## config.mk

```make
export PLATFORM = sky130hd
export DESIGN_NAME = pll_secant_code_calibrator_top
export DESIGN_NICKNAME = d
export VERILOG_FILES = /design/src/hw/rtl/pscc_pkg.sv /design/src/hw/rtl/pscc_useq.sv /design/src/hw/rtl/pscc_datapath.sv /design/src/hw/rtl/pll_secant_code_calibrator_top.sv
export SDC_FILE = /design/constraint.sdc
export NUM_CORES = 2
export LEC_CHECK = 0
export BUFFER_PORTS_ARGS = -buffer_cell sky130_fd_sc_hd__buf_4
export CELL_PAD_IN_SITES_DETAIL_PLACEMENT = 0
export CELL_PAD_IN_SITES_GLOBAL_PLACEMENT = 1
export CORE_MARGIN = 2
export CORE_UTILIZATION = 45
export CTS_BUF_LIST = sky130_fd_sc_hd__clkbuf_8
export DETAILED_ROUTE_END_ITERATION = 8
export PLACE_DENSITY = 0.8
export SETUP_SLACK_MARGIN = 0.02
export SYNTH_ARGS = -nofsm -noshare
export SYNTH_HDL_FRONTEND = slang
export SYNTH_SLANG_ARGS = --single-unit
```

## constraint.sdc

```tcl
create_clock -name clk_i -period 9.3 [get_ports clk_i]
set_input_delay 0.93 -clock clk_i [delete_from_list [all_inputs] [get_ports clk_i]]
set_output_delay 0.93 -clock clk_i [all_outputs]
set_load 0.02 [all_outputs]
```

## src/hw/rtl/pscc_pkg.sv

```systemverilog
// Shared types, codes and the sequencer program of the secant code calibrator.
`default_nettype none

package pscc_pkg;

  // Command codes of an input beat.
  typedef enum logic [1:0] {
    CMD_START = 2'd0,
    CMD_COUNT = 2'd1,
    CMD_ABORT = 2'd2
  } cmd_e;

  // Configuration register indexes.
  localparam logic [1:0] REG_TARGET    = 2'd0;
  localparam logic [1:0] REG_TOLERANCE = 2'd1;
  localparam logic [1:0] REG_GAIN      = 2'd2;
  localparam logic [1:0] REG_MAX_STEPS = 2'd3;

  localparam logic [15:0] TargetReset = 16'd0;
  localparam logic [7:0]  TolReset    = 8'd1;
  localparam logic [3:0]  GainReset   = 4'd5;
  localparam logic [7:0]  MaxReset    = 8'd2;

  localparam int CfgW   = 16;
  localparam int CntW   = 16;
  localparam int ErrW   = 17;
  localparam int CorrW  = 32;
  localparam int ProdW  = ErrW + CorrW;
  localparam int NumW   = ProdW - 1;
  localparam int DcntW  = $clog2(NumW);
  localparam int DacW   = 11;
  localparam int StartW = 11;

  // Datapath operations, one per control word.
  typedef enum logic [4:0] {
    OP_NOP,
    OP_LATCH,
    OP_ERR,
    OP_MUL,
    OP_DIV_INIT,
    OP_DIV_STEP,
    OP_DIV_FIN,
    OP_CORR_SHIFT,
    OP_CORR_FLAT,
    OP_CODE_ADD,
    OP_APPLY,
    OP_STEP_INC,
    OP_SET_FIRST,
    OP_FIN_OK,
    OP_FIN_FAIL,
    OP_START,
    OP_EMIT
  } ucop_e;

  // Jump conditions.
  typedef enum logic [3:0] {
    C_NONE,
    C_ALWAYS,
    C_NO_ITEM,
    C_IS_START,
    C_NOT_COUNT_RUN,
    C_NOT_ABORT_RUN,
    C_HIT,
    C_FIRST_FORM,
    C_DIFF_ZERO,
    C_DIV_MORE,
    C_BOUND_FAIL,
    C_NOT_REACHED,
    C_STEP_ZERO,
    C_OUT_BUSY
  } ucond_e;

  localparam int StepW = 5;

  localparam logic [StepW-1:0] A_WAIT    = 5'd0;
  localparam logic [StepW-1:0] A_DIV     = 5'd9;
  localparam logic [StepW-1:0] A_FIRST   = 5'd11;
  localparam logic [StepW-1:0] A_FLAT    = 5'd12;
  localparam logic [StepW-1:0] A_ADVANCE = 5'd16;
  localparam logic [StepW-1:0] A_HIT     = 5'd19;
  localparam logic [StepW-1:0] A_HIT0    = 5'd21;
  localparam logic [StepW-1:0] A_FAIL    = 5'd22;
  localparam logic [StepW-1:0] A_START   = 5'd23;
  localparam logic [StepW-1:0] A_ABORT   = 5'd24;
  localparam logic [StepW-1:0] A_EMIT    = 5'd26;

  typedef struct packed {
    ucop_e            op;
    ucond_e           cond;
    logic [StepW-1:0] tgt;
  } ctl_t;

  // Datapath status seen by the sequencer.
  typedef struct packed {
    logic no_item;
    logic is_start;
    logic count_run;
    logic abort_run;
    logic hit;
    logic first_form;
    logic diff_zero;
    logic div_more;
    logic bound_fail;
    logic reached;
    logic step_zero;
    logic out_busy;
  } flags_t;

  // Microprogram: jump to tgt when cond holds, else advance.
  function automatic ctl_t prog_rom(input logic [StepW-1:0] addr);
    ctl_t w;
    case (addr)
      5'd0:  w = '{OP_LATCH,      C_NO_ITEM,       A_WAIT};
      5'd1:  w = '{OP_NOP,        C_IS_START,      A_START};
      5'd2:  w = '{OP_NOP,        C_NOT_COUNT_RUN, A_ABORT};
      5'd3:  w = '{OP_ERR,        C_NONE,          A_WAIT};
      5'd4:  w = '{OP_NOP,        C_HIT,           A_HIT};
      5'd5:  w = '{OP_NOP,        C_FIRST_FORM,    A_FIRST};
      5'd6:  w = '{OP_NOP,        C_DIFF_ZERO,     A_FLAT};
      5'd7:  w = '{OP_MUL,        C_NONE,          A_WAIT};
      5'd8:  w = '{OP_DIV_INIT,   C_NONE,          A_WAIT};
      5'd9:  w = '{OP_DIV_STEP,   C_DIV_MORE,      A_DIV};
      5'd10: w = '{OP_DIV_FIN,    C_ALWAYS,        5'd13};
      5'd11: w = '{OP_CORR_SHIFT, C_ALWAYS,        5'd13};
      5'd12: w = '{OP_CORR_FLAT,  C_NONE,          A_WAIT};
      5'd13: w = '{OP_CODE_ADD,   C_NONE,          A_WAIT};
      5'd14: w = '{OP_NOP,        C_BOUND_FAIL,    A_FAIL};
      5'd15: w = '{OP_APPLY,      C_NONE,          A_WAIT};
      5'd16: w = '{OP_STEP_INC,   C_NONE,          A_WAIT};
      5'd17: w = '{OP_NOP,        C_NOT_REACHED,   A_EMIT};
      5'd18: w = '{OP_FIN_OK,     C_ALWAYS,        A_EMIT};
      5'd19: w = '{OP_NOP,        C_STEP_ZERO,     A_HIT0};
      5'd20: w = '{OP_FIN_OK,     C_ALWAYS,        A_EMIT};
      5'd21: w = '{OP_SET_FIRST,  C_ALWAYS,        A_ADVANCE};
      5'd22: w = '{OP_FIN_FAIL,   C_ALWAYS,        A_EMIT};
      5'd23: w = '{OP_START,      C_ALWAYS,        A_EMIT};
      5'd24: w = '{OP_NOP,        C_NOT_ABORT_RUN, A_EMIT};
      5'd25: w = '{OP_FIN_FAIL,   C_NONE,          A_WAIT};
      5'd26: w = '{OP_EMIT,       C_OUT_BUSY,      A_EMIT};
      5'd27: w = '{OP_NOP,        C_ALWAYS,        A_WAIT};
      default: w = '{OP_NOP,      C_ALWAYS,        A_WAIT};
    endcase
    return w;
  endfunction

endpackage

`default_nettype wire

```

## src/hw/rtl/pscc_useq.sv

```systemverilog
// Step counter, program table and jump logic of the calibrator sequencer.
`default_nettype none

module pscc_useq (
  input  wire logic            clk_i,
  input  wire logic            rst_ni,
  input  pscc_pkg::flags_t     flags_i,
  output pscc_pkg::ucop_e      op_o
);

  logic [pscc_pkg::StepW-1:0] upc_q, upc_d;
  pscc_pkg::ctl_t             ctl;
  logic                       take;

  always_comb begin
    ctl = pscc_pkg::prog_rom(upc_q);
    case (ctl.cond)
      pscc_pkg::C_NONE:          take = 1'b0;
      pscc_pkg::C_ALWAYS:        take = 1'b1;
      pscc_pkg::C_NO_ITEM:       take = flags_i.no_item;
      pscc_pkg::C_IS_START:      take = flags_i.is_start;
      pscc_pkg::C_NOT_COUNT_RUN: take = !flags_i.count_run;
      pscc_pkg::C_NOT_ABORT_RUN: take = !flags_i.abort_run;
      pscc_pkg::C_HIT:           take = flags_i.hit;
      pscc_pkg::C_FIRST_FORM:    take = flags_i.first_form;
      pscc_pkg::C_DIFF_ZERO:     take = flags_i.diff_zero;
      pscc_pkg::C_DIV_MORE:      take = flags_i.div_more;
      pscc_pkg::C_BOUND_FAIL:    take = flags_i.bound_fail;
      pscc_pkg::C_NOT_REACHED:   take = !flags_i.reached;
      pscc_pkg::C_STEP_ZERO:     take = flags_i.step_zero;
      pscc_pkg::C_OUT_BUSY:      take = flags_i.out_busy;
      default:                   take = 1'b0;
    endcase
    upc_d = take ? ctl.tgt : upc_q + 1'b1;
    op_o  = ctl.op;
  end

  always_ff @(posedge clk_i or negedge rst_ni) begin
    if (!rst_ni) begin
      upc_q <= pscc_pkg::A_WAIT;
    end else begin
      upc_q <= upc_d;
    end
  end

endmodule

`default_nettype wire

```

## src/hw/rtl/pscc_datapath.sv

```systemverilog
// Datapath of the calibrator: config, loop state, multiplier, serial divider, output register.
`default_nettype none

module pscc_datapath #(
  parameter int CODE_MAX = 2047
) (
  input  wire logic                          clk_i,
  input  wire logic                          rst_ni,
  input  pscc_pkg::ucop_e                    op_i,
  output pscc_pkg::flags_t                   flags_o,
  input  wire logic                          cfg_we_i,
  input  wire logic [1:0]                    cfg_idx_i,
  input  wire logic [pscc_pkg::CfgW-1:0]     cfg_data_i,
  input  wire logic                          in_valid_i,
  output logic                               in_stall_o,
  input  wire logic [1:0]                    command_i,
  input  wire logic [pscc_pkg::StartW-1:0]   start_code_i,
  input  wire logic [pscc_pkg::CntW-1:0]     count_i,
  output logic                               out_valid_o,
  input  wire logic                          out_stall_i,
  output logic [pscc_pkg::DacW-1:0]          dac_code_o,
  output logic                               apply_o,
  output logic                               done_res_o,
  output logic                               pass_o
);

  localparam int CodeLog = $clog2(CODE_MAX + 1);
  localparam int CodeW   = (CodeLog > pscc_pkg::DacW) ? CodeLog : pscc_pkg::DacW;
  localparam int SumW    = pscc_pkg::CorrW + 2;
  localparam int ErrW    = pscc_pkg::ErrW;
  localparam int CorrW   = pscc_pkg::CorrW;
  localparam int ProdW   = pscc_pkg::ProdW;
  localparam int NumW    = pscc_pkg::NumW;
  localparam int CntW    = pscc_pkg::CntW;
  localparam int DcntW   = pscc_pkg::DcntW;

  localparam logic [CodeW-1:0]       CodeMax   = CodeW'(CODE_MAX);
  localparam logic signed [SumW-1:0] CodeMaxS  = SumW'(CODE_MAX);
  localparam logic [DcntW-1:0]       DcntLast  = DcntW'(NumW - 1);
  localparam logic signed [ProdW-1:0] SatMax   = ProdW'(64'sh7FFFFFFF);
  localparam logic signed [ProdW-1:0] SatMin   = -ProdW'(64'sh80000000);

  // configuration
  logic [15:0] target_q;
  logic [7:0]  tol_q;
  logic [3:0]  gain_q;
  logic [7:0]  max_q;

  // loop state
  logic [CodeW-1:0]        fine_q;
  logic [CntW-1:0]         prev_q;
  logic signed [CorrW-1:0] last_corr_q;
  logic [7:0]              step_q;
  logic                    first_q;
  logic                    run_q;
  logic                    pass_q;
  logic                    apply_q;
  logic [DcntW-1:0]        dcnt_q;

  // working registers
  logic [1:0]              cmd_q;
  logic [pscc_pkg::StartW-1:0] start_q;
  logic [CntW-1:0]         cnt_q;
  logic signed [ErrW-1:0]  err_q;
  logic signed [ProdW-1:0] prod_q;
  logic [NumW-1:0]         num_q;
  logic [CntW-1:0]         rem_q;
  logic [CntW-1:0]         dsr_q;
  logic                    neg_q;
  logic signed [CorrW-1:0] corr_q;

  logic                    accept;
  logic                    emit;
  logic signed [ErrW-1:0]  err_d;
  logic signed [ErrW-1:0]  diff;
  logic [ErrW-1:0]         err_mag;
  logic [ErrW-1:0]         diff_mag;
  logic [ProdW-1:0]        prod_mag;
  logic [CntW:0]           rem_sh;
  logic                    qbit;
  logic [CntW:0]           rem_sub;
  logic signed [ProdW-1:0] quot_s;
  logic signed [CorrW-1:0] corr_div;
  logic signed [CorrW-1:0] err_ext;
  logic signed [SumW-1:0]  sum;
  logic [CodeW-1:0]        code_d;
  logic [CodeW-1:0]        start_ext;

  always_comb begin
    accept     = (op_i == pscc_pkg::OP_LATCH) && in_valid_i;
    in_stall_o = (op_i != pscc_pkg::OP_LATCH);
    emit       = (op_i == pscc_pkg::OP_EMIT) && !(out_valid_o && out_stall_i);

    err_d    = $signed({1'b0, target_q}) - $signed({1'b0, cnt_q});
    diff     = $signed({1'b0, cnt_q}) - $signed({1'b0, prev_q});
    err_mag  = err_q[ErrW-1] ? ErrW'(-err_q) : ErrW'(err_q);
    diff_mag = diff[ErrW-1] ? ErrW'(-diff) : ErrW'(diff);
    prod_mag = prod_q[ProdW-1] ? ProdW'(-prod_q) : ProdW'(prod_q);
    err_ext  = CorrW'(err_q);

    rem_sh  = {rem_q, num_q[NumW-1]};
    qbit    = rem_sh >= {1'b0, dsr_q};
    rem_sub = qbit ? rem_sh - {1'b0, dsr_q} : rem_sh;

    quot_s = neg_q ? -$signed({1'b0, num_q}) : $signed({1'b0, num_q});
    if (quot_s > SatMax) begin
      corr_div = CorrW'(SatMax);
    end else if (quot_s < SatMin) begin
      corr_div = CorrW'(SatMin);
    end else begin
      corr_div = quot_s[CorrW-1:0];
    end

    sum = $signed({{(SumW-CodeW){1'b0}}, fine_q}) +
          $signed({{(SumW-CorrW){corr_q[CorrW-1]}}, corr_q});
    if (sum >= CodeMaxS) begin
      code_d = CodeMax;
    end else if (sum <= 0) begin
      code_d = '0;
    end else begin
      code_d = sum[CodeW-1:0];
    end

    start_ext = CodeW'(start_q);

    flags_o.no_item    = !in_valid_i;
    flags_o.is_start   = (cmd_q == pscc_pkg::CMD_START);
    flags_o.count_run  = (cmd_q == pscc_pkg::CMD_COUNT) && run_q;
    flags_o.abort_run  = (cmd_q == pscc_pkg::CMD_ABORT) && run_q;
    flags_o.hit        = err_mag <= ErrW'(tol_q);
    flags_o.first_form = (step_q == '0) || first_q;
    flags_o.diff_zero  = (cnt_q == prev_q);
    flags_o.div_more   = (dcnt_q != DcntLast);
    flags_o.bound_fail = ((fine_q == CodeMax) || (fine_q == '0)) && (step_q != '0);
    flags_o.reached    = (step_q >= max_q) || (step_q == '0);
    flags_o.step_zero  = (step_q == '0);
    flags_o.out_busy   = out_valid_o && out_stall_i;
  end

  // payload, working and output data registers
  always_ff @(posedge clk_i) begin
    if (accept) begin
      cmd_q   <= command_i;
      start_q <= start_code_i;
      cnt_q   <= count_i;
    end
    case (op_i)
      pscc_pkg::OP_ERR: begin
        err_q <= err_d;
      end
      pscc_pkg::OP_MUL: begin
        prod_q <= ProdW'(err_q) * ProdW'(last_corr_q);
      end
      pscc_pkg::OP_DIV_INIT: begin
        num_q <= prod_mag[NumW-1:0];
        rem_q <= '0;
        dsr_q <= diff_mag[CntW-1:0];
        neg_q <= prod_q[ProdW-1] ^ diff[ErrW-1];
      end
      pscc_pkg::OP_DIV_STEP: begin
        num_q <= {num_q[NumW-2:0], qbit};
        rem_q <= rem_sub[CntW-1:0];
      end
      pscc_pkg::OP_DIV_FIN: begin
        corr_q <= corr_div;
      end
      pscc_pkg::OP_CORR_SHIFT: begin
        corr_q <= err_ext <<< gain_q;
      end
      pscc_pkg::OP_CORR_FLAT: begin
        corr_q <= (err_ext <<< 4) + (err_ext <<< 2);
      end
      default: begin
      end
    endcase
    if (emit) begin
      dac_code_o <= fine_q[pscc_pkg::DacW-1:0];
      apply_o    <= apply_q;
      done_res_o <= !run_q;
      pass_o     <= pass_q;
    end
  end

  // config, loop state and output valid
  always_ff @(posedge clk_i or negedge rst_ni) begin
    if (!rst_ni) begin
      target_q    <= pscc_pkg::TargetReset;
      tol_q       <= pscc_pkg::TolReset;
      gain_q      <= pscc_pkg::GainReset;
      max_q       <= pscc_pkg::MaxReset;
      fine_q      <= '0;
      prev_q      <= '0;
      last_corr_q <= '0;
      step_q      <= '0;
      first_q     <= 1'b0;
      run_q       <= 1'b0;
      pass_q      <= 1'b1;
      apply_q     <= 1'b0;
      dcnt_q      <= '0;
      out_valid_o <= 1'b0;
    end else begin
      if (cfg_we_i) begin
        case (cfg_idx_i)
          pscc_pkg::REG_TARGET:    target_q <= cfg_data_i;
          pscc_pkg::REG_TOLERANCE: tol_q    <= cfg_data_i[7:0];
          pscc_pkg::REG_GAIN:      gain_q   <= cfg_data_i[3:0];
          pscc_pkg::REG_MAX_STEPS: max_q    <= cfg_data_i[7:0];
          default: begin
          end
        endcase
      end
      if (accept) begin
        apply_q <= 1'b0;
      end
      case (op_i)
        pscc_pkg::OP_DIV_INIT: dcnt_q <= '0;
        pscc_pkg::OP_DIV_STEP: dcnt_q <= dcnt_q + 1'b1;
        pscc_pkg::OP_CORR_SHIFT: first_q <= 1'b0;
        pscc_pkg::OP_CODE_ADD: begin
          last_corr_q <= corr_q;
          fine_q      <= code_d;
        end
        pscc_pkg::OP_APPLY: begin
          prev_q  <= cnt_q;
          apply_q <= 1'b1;
        end
        pscc_pkg::OP_STEP_INC: step_q <= step_q + 1'b1;
        pscc_pkg::OP_SET_FIRST: first_q <= 1'b1;
        pscc_pkg::OP_FIN_OK: run_q <= 1'b0;
        pscc_pkg::OP_FIN_FAIL: begin
          run_q  <= 1'b0;
          pass_q <= 1'b0;
        end
        pscc_pkg::OP_START: begin
          fine_q      <= (start_ext > CodeMax) ? CodeMax : start_ext;
          prev_q      <= '0;
          last_corr_q <= '0;
          step_q      <= '0;
          first_q     <= 1'b0;
          run_q       <= 1'b1;
          pass_q      <= 1'b1;
          apply_q     <= 1'b1;
        end
        default: begin
        end
      endcase
      if (emit) begin
        out_valid_o <= 1'b1;
      end else if (out_valid_o && !out_stall_i) begin
        out_valid_o <= 1'b0;
      end
    end
  end

endmodule

`default_nettype wire

```

## src/hw/rtl/pll_secant_code_calibrator_top.sv

```systemverilog
// Top level of the secant code calibrator: sequencer and datapath.
//
// Usage: write target_count, tolerance, gain_shift and max_steps through the
// cfg port (cfg_we_i, cfg_idx_i, cfg_data_i) while the block is idle. Send
// command beats on the input channel (in_valid_i / in_stall_o): start loads
// start_code_i, count delivers one counter reading, abort ends with fail.
// Every input beat gives exactly one output beat (out_valid_o / out_stall_i)
// with dac_code_o, apply_o, done_res_o and pass_o.
// A secant step runs the serial divider, which forms one quotient bit per cycle over
// the 48-bit numerator; start, abort, ignored beats, hits and first-form or flat-gain
// steps skip it. One item is in work at a time; in_stall_o stays high until the
// sequencer, after the result enters the output register, returns to its wait step.
// Reset: config takes its reset values, the loop goes idle with pass set,
// no output beat is pending. When the receiver stalls, the output beat holds
// and a further result waits in the sequencer until the register frees.
`default_nettype none

module pll_secant_code_calibrator_top #(
  parameter int CODE_MAX = 2047
) (
  input  wire logic        clk_i,
  input  wire logic        rst_ni,
  input  wire logic        cfg_we_i,
  input  wire logic [1:0]  cfg_idx_i,
  input  wire logic [15:0] cfg_data_i,
  input  wire logic        in_valid_i,
  output logic             in_stall_o,
  input  wire logic [1:0]  command_i,
  input  wire logic [10:0] start_code_i,
  input  wire logic [15:0] count_i,
  output logic             out_valid_o,
  input  wire logic        out_stall_i,
  output logic [10:0]      dac_code_o,
  output logic             apply_o,
  output logic             done_res_o,
  output logic             pass_o
);

  pscc_pkg::ucop_e  op;
  pscc_pkg::flags_t flags;

  pscc_useq u_seq (
    .clk_i   (clk_i),
    .rst_ni  (rst_ni),
    .flags_i (flags),
    .op_o    (op)
  );

  pscc_datapath #(
    .CODE_MAX (CODE_MAX)
  ) u_dp (
    .clk_i        (clk_i),
    .rst_ni       (rst_ni),
    .op_i         (op),
    .flags_o      (flags),
    .cfg_we_i     (cfg_we_i),
    .cfg_idx_i    (cfg_idx_i),
    .cfg_data_i   (cfg_data_i),
    .in_valid_i   (in_valid_i),
    .in_stall_o   (in_stall_o),
    .command_i    (command_i),
    .start_code_i (start_code_i),
    .count_i      (count_i),
    .out_valid_o  (out_valid_o),
    .out_stall_i  (out_stall_i),
    .dac_code_o   (dac_code_o),
    .apply_o      (apply_o),
    .done_res_o   (done_res_o),
    .pass_o       (pass_o)
  );

endmodule

`default_nettype wire

```

==> run metrics <==
insertion delay to the later sink of the worst-skew pair 690 ps; fin nets 5030; detailed placement HPWL 87200 um; signal arrival time at the worst endpoint 8820 ps; highest signal layer in the routed design met5; number of antenna violations at the first check in global routing 5; post-synthesis register bit count 341; reg-to-reg critical path startpoint u_dp.err_q[3]; H-tree levels 3; area occupied by registers 9650 sq um; startpoint class of the critical path register; I/O Buffers 67; hold bufs inserted after CTS 0; number of DRC violations after detailed-routing iteration 0 2463; grt ovf 0; wire length on met2 51800 um; area added between synthesis and finish 7.75%; last weighted congestion value of the routability-driven placer 0.933; Setup Skew 49.1 ps; Die Footprint 91100 sq um; launch point of the critical path u_dp.err_q[3]; CTS tree yes; number of max-slew violations in the final report 0; global-route wire length before repair 176000 um; final-layout setup total negative slack 0 ps; die extent in x 302 um; number of enable-type register cells in the synthesized netlist 222; min cycle time layout 8390 ps; # resized after CTS 0; Routed WL 111000 um; Post-synth top flop edfxtp_1; number of placement rows 109; clock-pin slew on the worst setup and hold paths 70 ps; synthesized instance count 4228; fraction of synthesis flops using an asynchronous set or reset pin 34.9%; Detail Route met3 WL 6870 um; root buffer cell clkbuf_8; highest clock rate 119 MHz; Distinct cells, synth 77; pin count of the biggest net entering global routing 78; Post-Syn Area 39900 sq um; total routed wire length on the met1 layer 49100 um; area of the core 88100 sq um; vias after detailed routing 30300; worst setup path end u_dp.prod_q[48]; count of filler cells inserted in the layout 8409; global-route usage over all layers 24.9%; Avg Inst Size Synth 9.44 sq um; length of the first detailed-routing pass in iterations 6; class of the most critical hold timing path input pin to register; endpoint required time on the critical path 9720 ps; number of I/O pins 68; Seq/Total Area, Yosys 24.2%; r2r setup slk 910 ps; outcome finished, final reports clean; endpoint type of the worst setup path register; Max FO, Critical Path 18; Hold Violations, Final 0; worst slew pin tran 1190 ps; count of buffers added by post-CTS timing repair for setup 0; DRT antenna net count 0; multi-input combinational cell area 27100 sq um; part of the cycle the worst path needs 90.2%; overall die height 302 um; largest buffer count on any clock path 3; unrepaired setup endpoints after global routing false; number of endpoints failing setup at the final stage 0; number of DRC violations after detailed routing 0; fraction of layout instances using a drive strength above 1 7.45%; via density per instance 5.57; TritonCTS buffer count 66; Worst R2R End u_dp.prod_q[48]; average routed wire per standard cell 20.3 um; remaining max-slew budget at the tightest pin 20.4%; kind of critical path register to register; Maximum Capacitance Violations 0; clock sink total 341; Synthesis Warnings 0; number of global-route vias before repair 30400; starting utilization of the core area 45.3%; r2r worst-path depth 22; nets in the synthesized netlist 5026
==> worst min path at each step <==
stage                          from                end  slack [ps]  depth (start not counted)
finish                  count_i[11]     u_dp.cnt_q[11]         430                          1
global route        start_code_i[0]  u_dp.start_ext[0]         400                          1
CTS                     count_i[11]     u_dp.cnt_q[11]         390                          1
detailed placement     u_dp.apply_q       u_dp.apply_o         450                          0
global placement     u_dp.dcnt_q[5]     u_dp.dcnt_q[5]         460                          1
floorplan              u_dp.apply_q       u_dp.apply_o         420                          0
==> critical path, cell delays in order (launching register included) <==
cell       delay (ps)
edfxtp_1          940
buf_4             370
nand2_1           100
fa_1              560
fa_1              440
fa_1              520
inv_1              60
fa_1              470
fa_1              540
inv_1              50
fa_1              520
inv_1              50
ha_1              380
and4_1            310
nand2_1           110
nor3_1            220
o2111ai_1         230
a211oi_1         1040
o2111ai_1         310
and2_1            250
o21ai_0           310
a41oi_1           180
xnor2_1           150
==> stage by stage <==
step           worst slack (ps)  cell area [sq um]  instances  hold slack, ps  util [%]
2_1_floorplan              2250              39900       4228             425         -
3_3_place_gp               1250              41700       5329             458      47.3
3_5_place_dp               1200              41700       5329             451      47.3
4_1_cts                    1170              43000       5449             389      48.8
5_1_grt                     548              43000       5450             395      48.8
6_report                    910              43000       5452             434      48.8
==> sequential cells by signal, summed over array words and instances, names as in the netlist, 2 cells and up <==
name              flops
u_dp.prod_q          49
u_dp.gain_q           4
u_dp.num_q           48
u_seq.upc_q           5
u_dp.err_q           17
u_dp.max_q            8
u_dp.cmd_q            2
u_dp.target_q        16
u_dp.dac_code_o      11
u_dp.prev_q          16
u_dp.step_q           8
u_dp.dsr_q           16
u_dp.last_corr_q     32
u_dp.tol_q            8
u_dp.start_ext       11
u_dp.corr_q          32
u_dp.dcnt_q           6
u_dp.fine_q          11
u_dp.rem_q           16
u_dp.cnt_q           16
==> cells by family after synthesis <==
family	after synthesis	synth area share (%)
flip-flops	341	24.2
adder cells (fa/ha/maj)	746	33.3
XOR/XNOR	225	4.94
buffers and inverters	843	7.97
multiplexers	86	2.39
AO/OA/AOI/OAI	716	11.7
AND/OR/NAND/NOR	1271	15.6
==> cells in the mapped netlist (7+ instances only) <==
| library cell | count | share of area [%] |
|---|---|---|
| a2111oi_0 | 8 | 0.18 |
| a211o_1 | 13 | 0.29 |
| a211oi_1 | 28 | 0.53 |
| a21o_1 | 34 | 0.64 |
| a21oi_1 | 187 | 2.3 |
| a22o_1 | 49 | 1.1 |
| a31oi_1 | 21 | 0.33 |
| and2_1 | 247 | 3.9 |
| and3_1 | 15 | 0.24 |
| buf_1 | 16 | 0.15 |
| clkbuf_1 | 181 | 1.7 |
| dfrtp_1 | 114 | 7.1 |
| edfxtp_1 | 222 | 17 |
| fa_1 | 526 | 26 |
| ha_1 | 220 | 6.9 |
| inv_1 | 640 | 6.0 |
| mux2_2 | 45 | 1.3 |
| mux2i_1 | 38 | 0.95 |
| nand2_1 | 446 | 4.2 |
| nand2b_1 | 39 | 0.61 |
| nand3_1 | 64 | 0.80 |
| nand3b_1 | 7 | 0.13 |
| nand4_1 | 30 | 0.47 |
| nor2_1 | 235 | 2.2 |
| nor2b_1 | 25 | 0.39 |
| nor3_1 | 49 | 0.61 |
| nor4_1 | 21 | 0.33 |
| o2111ai_1 | 14 | 0.31 |
| o21a_1 | 26 | 0.49 |
| o21ai_0 | 166 | 2.1 |
| o21bai_1 | 15 | 0.28 |
| o221ai_1 | 8 | 0.18 |
| o22ai_1 | 25 | 0.39 |
| o31a_1 | 10 | 0.22 |
| o31ai_1 | 33 | 0.62 |
| o41ai_1 | 24 | 0.53 |
| or2_2 | 13 | 0.20 |
| or3_1 | 32 | 0.50 |
| or4_1 | 19 | 0.36 |
| xnor2_1 | 105 | 2.3 |
| xor2_1 | 120 | 2.6 |
==> routing by layer <==
metal | up-vias | track usage (%)
met5 | - | 0
met4 | 4 | 7.00
met3 | 154 | 3.82
met2 | 862 | 40.0
met1 | 15300 | 35.3
li1 | 14000 | -
==> placed cells by master, fill, tap and decap left out, drive strengths merged, types with 25 or more instances in the layout <==
master,n
nand2,446
nand4,30
o21ai,167
mux2,45
a21o,34
clkbuf,80
o21a,26
nor3,49
nand2b,39
fa,526
ha,220
buf,136
mux2i,38
o31ai,33
edfxtp,222
or3,33
inv,662
and2,248
xnor2,105
a21oi,187
a22o,49
dfrtp,114
nand3,64
xor2,120
o22ai,25
a211oi,28
nor2b,25
nor2,235
==> layout make-up <==
type / instances / share of cell area, %
Multi-Input combinational cell: 3044 / 63.1
Clock buffer: 80 / 2.56
Tap cell: 1165 / 3.39
Clock inverter: 40 / 0.506
Sequential cell: 341 / 22.4
Inverter: 643 / 5.61
Antenna cell: 3 / 0.0175
Timing Repair Buffer: 136 / 2.37
Power is left out: the tool's default activity adds up to more than one toggle a clock period on the data nets, which glitch-free logic cannot reach.
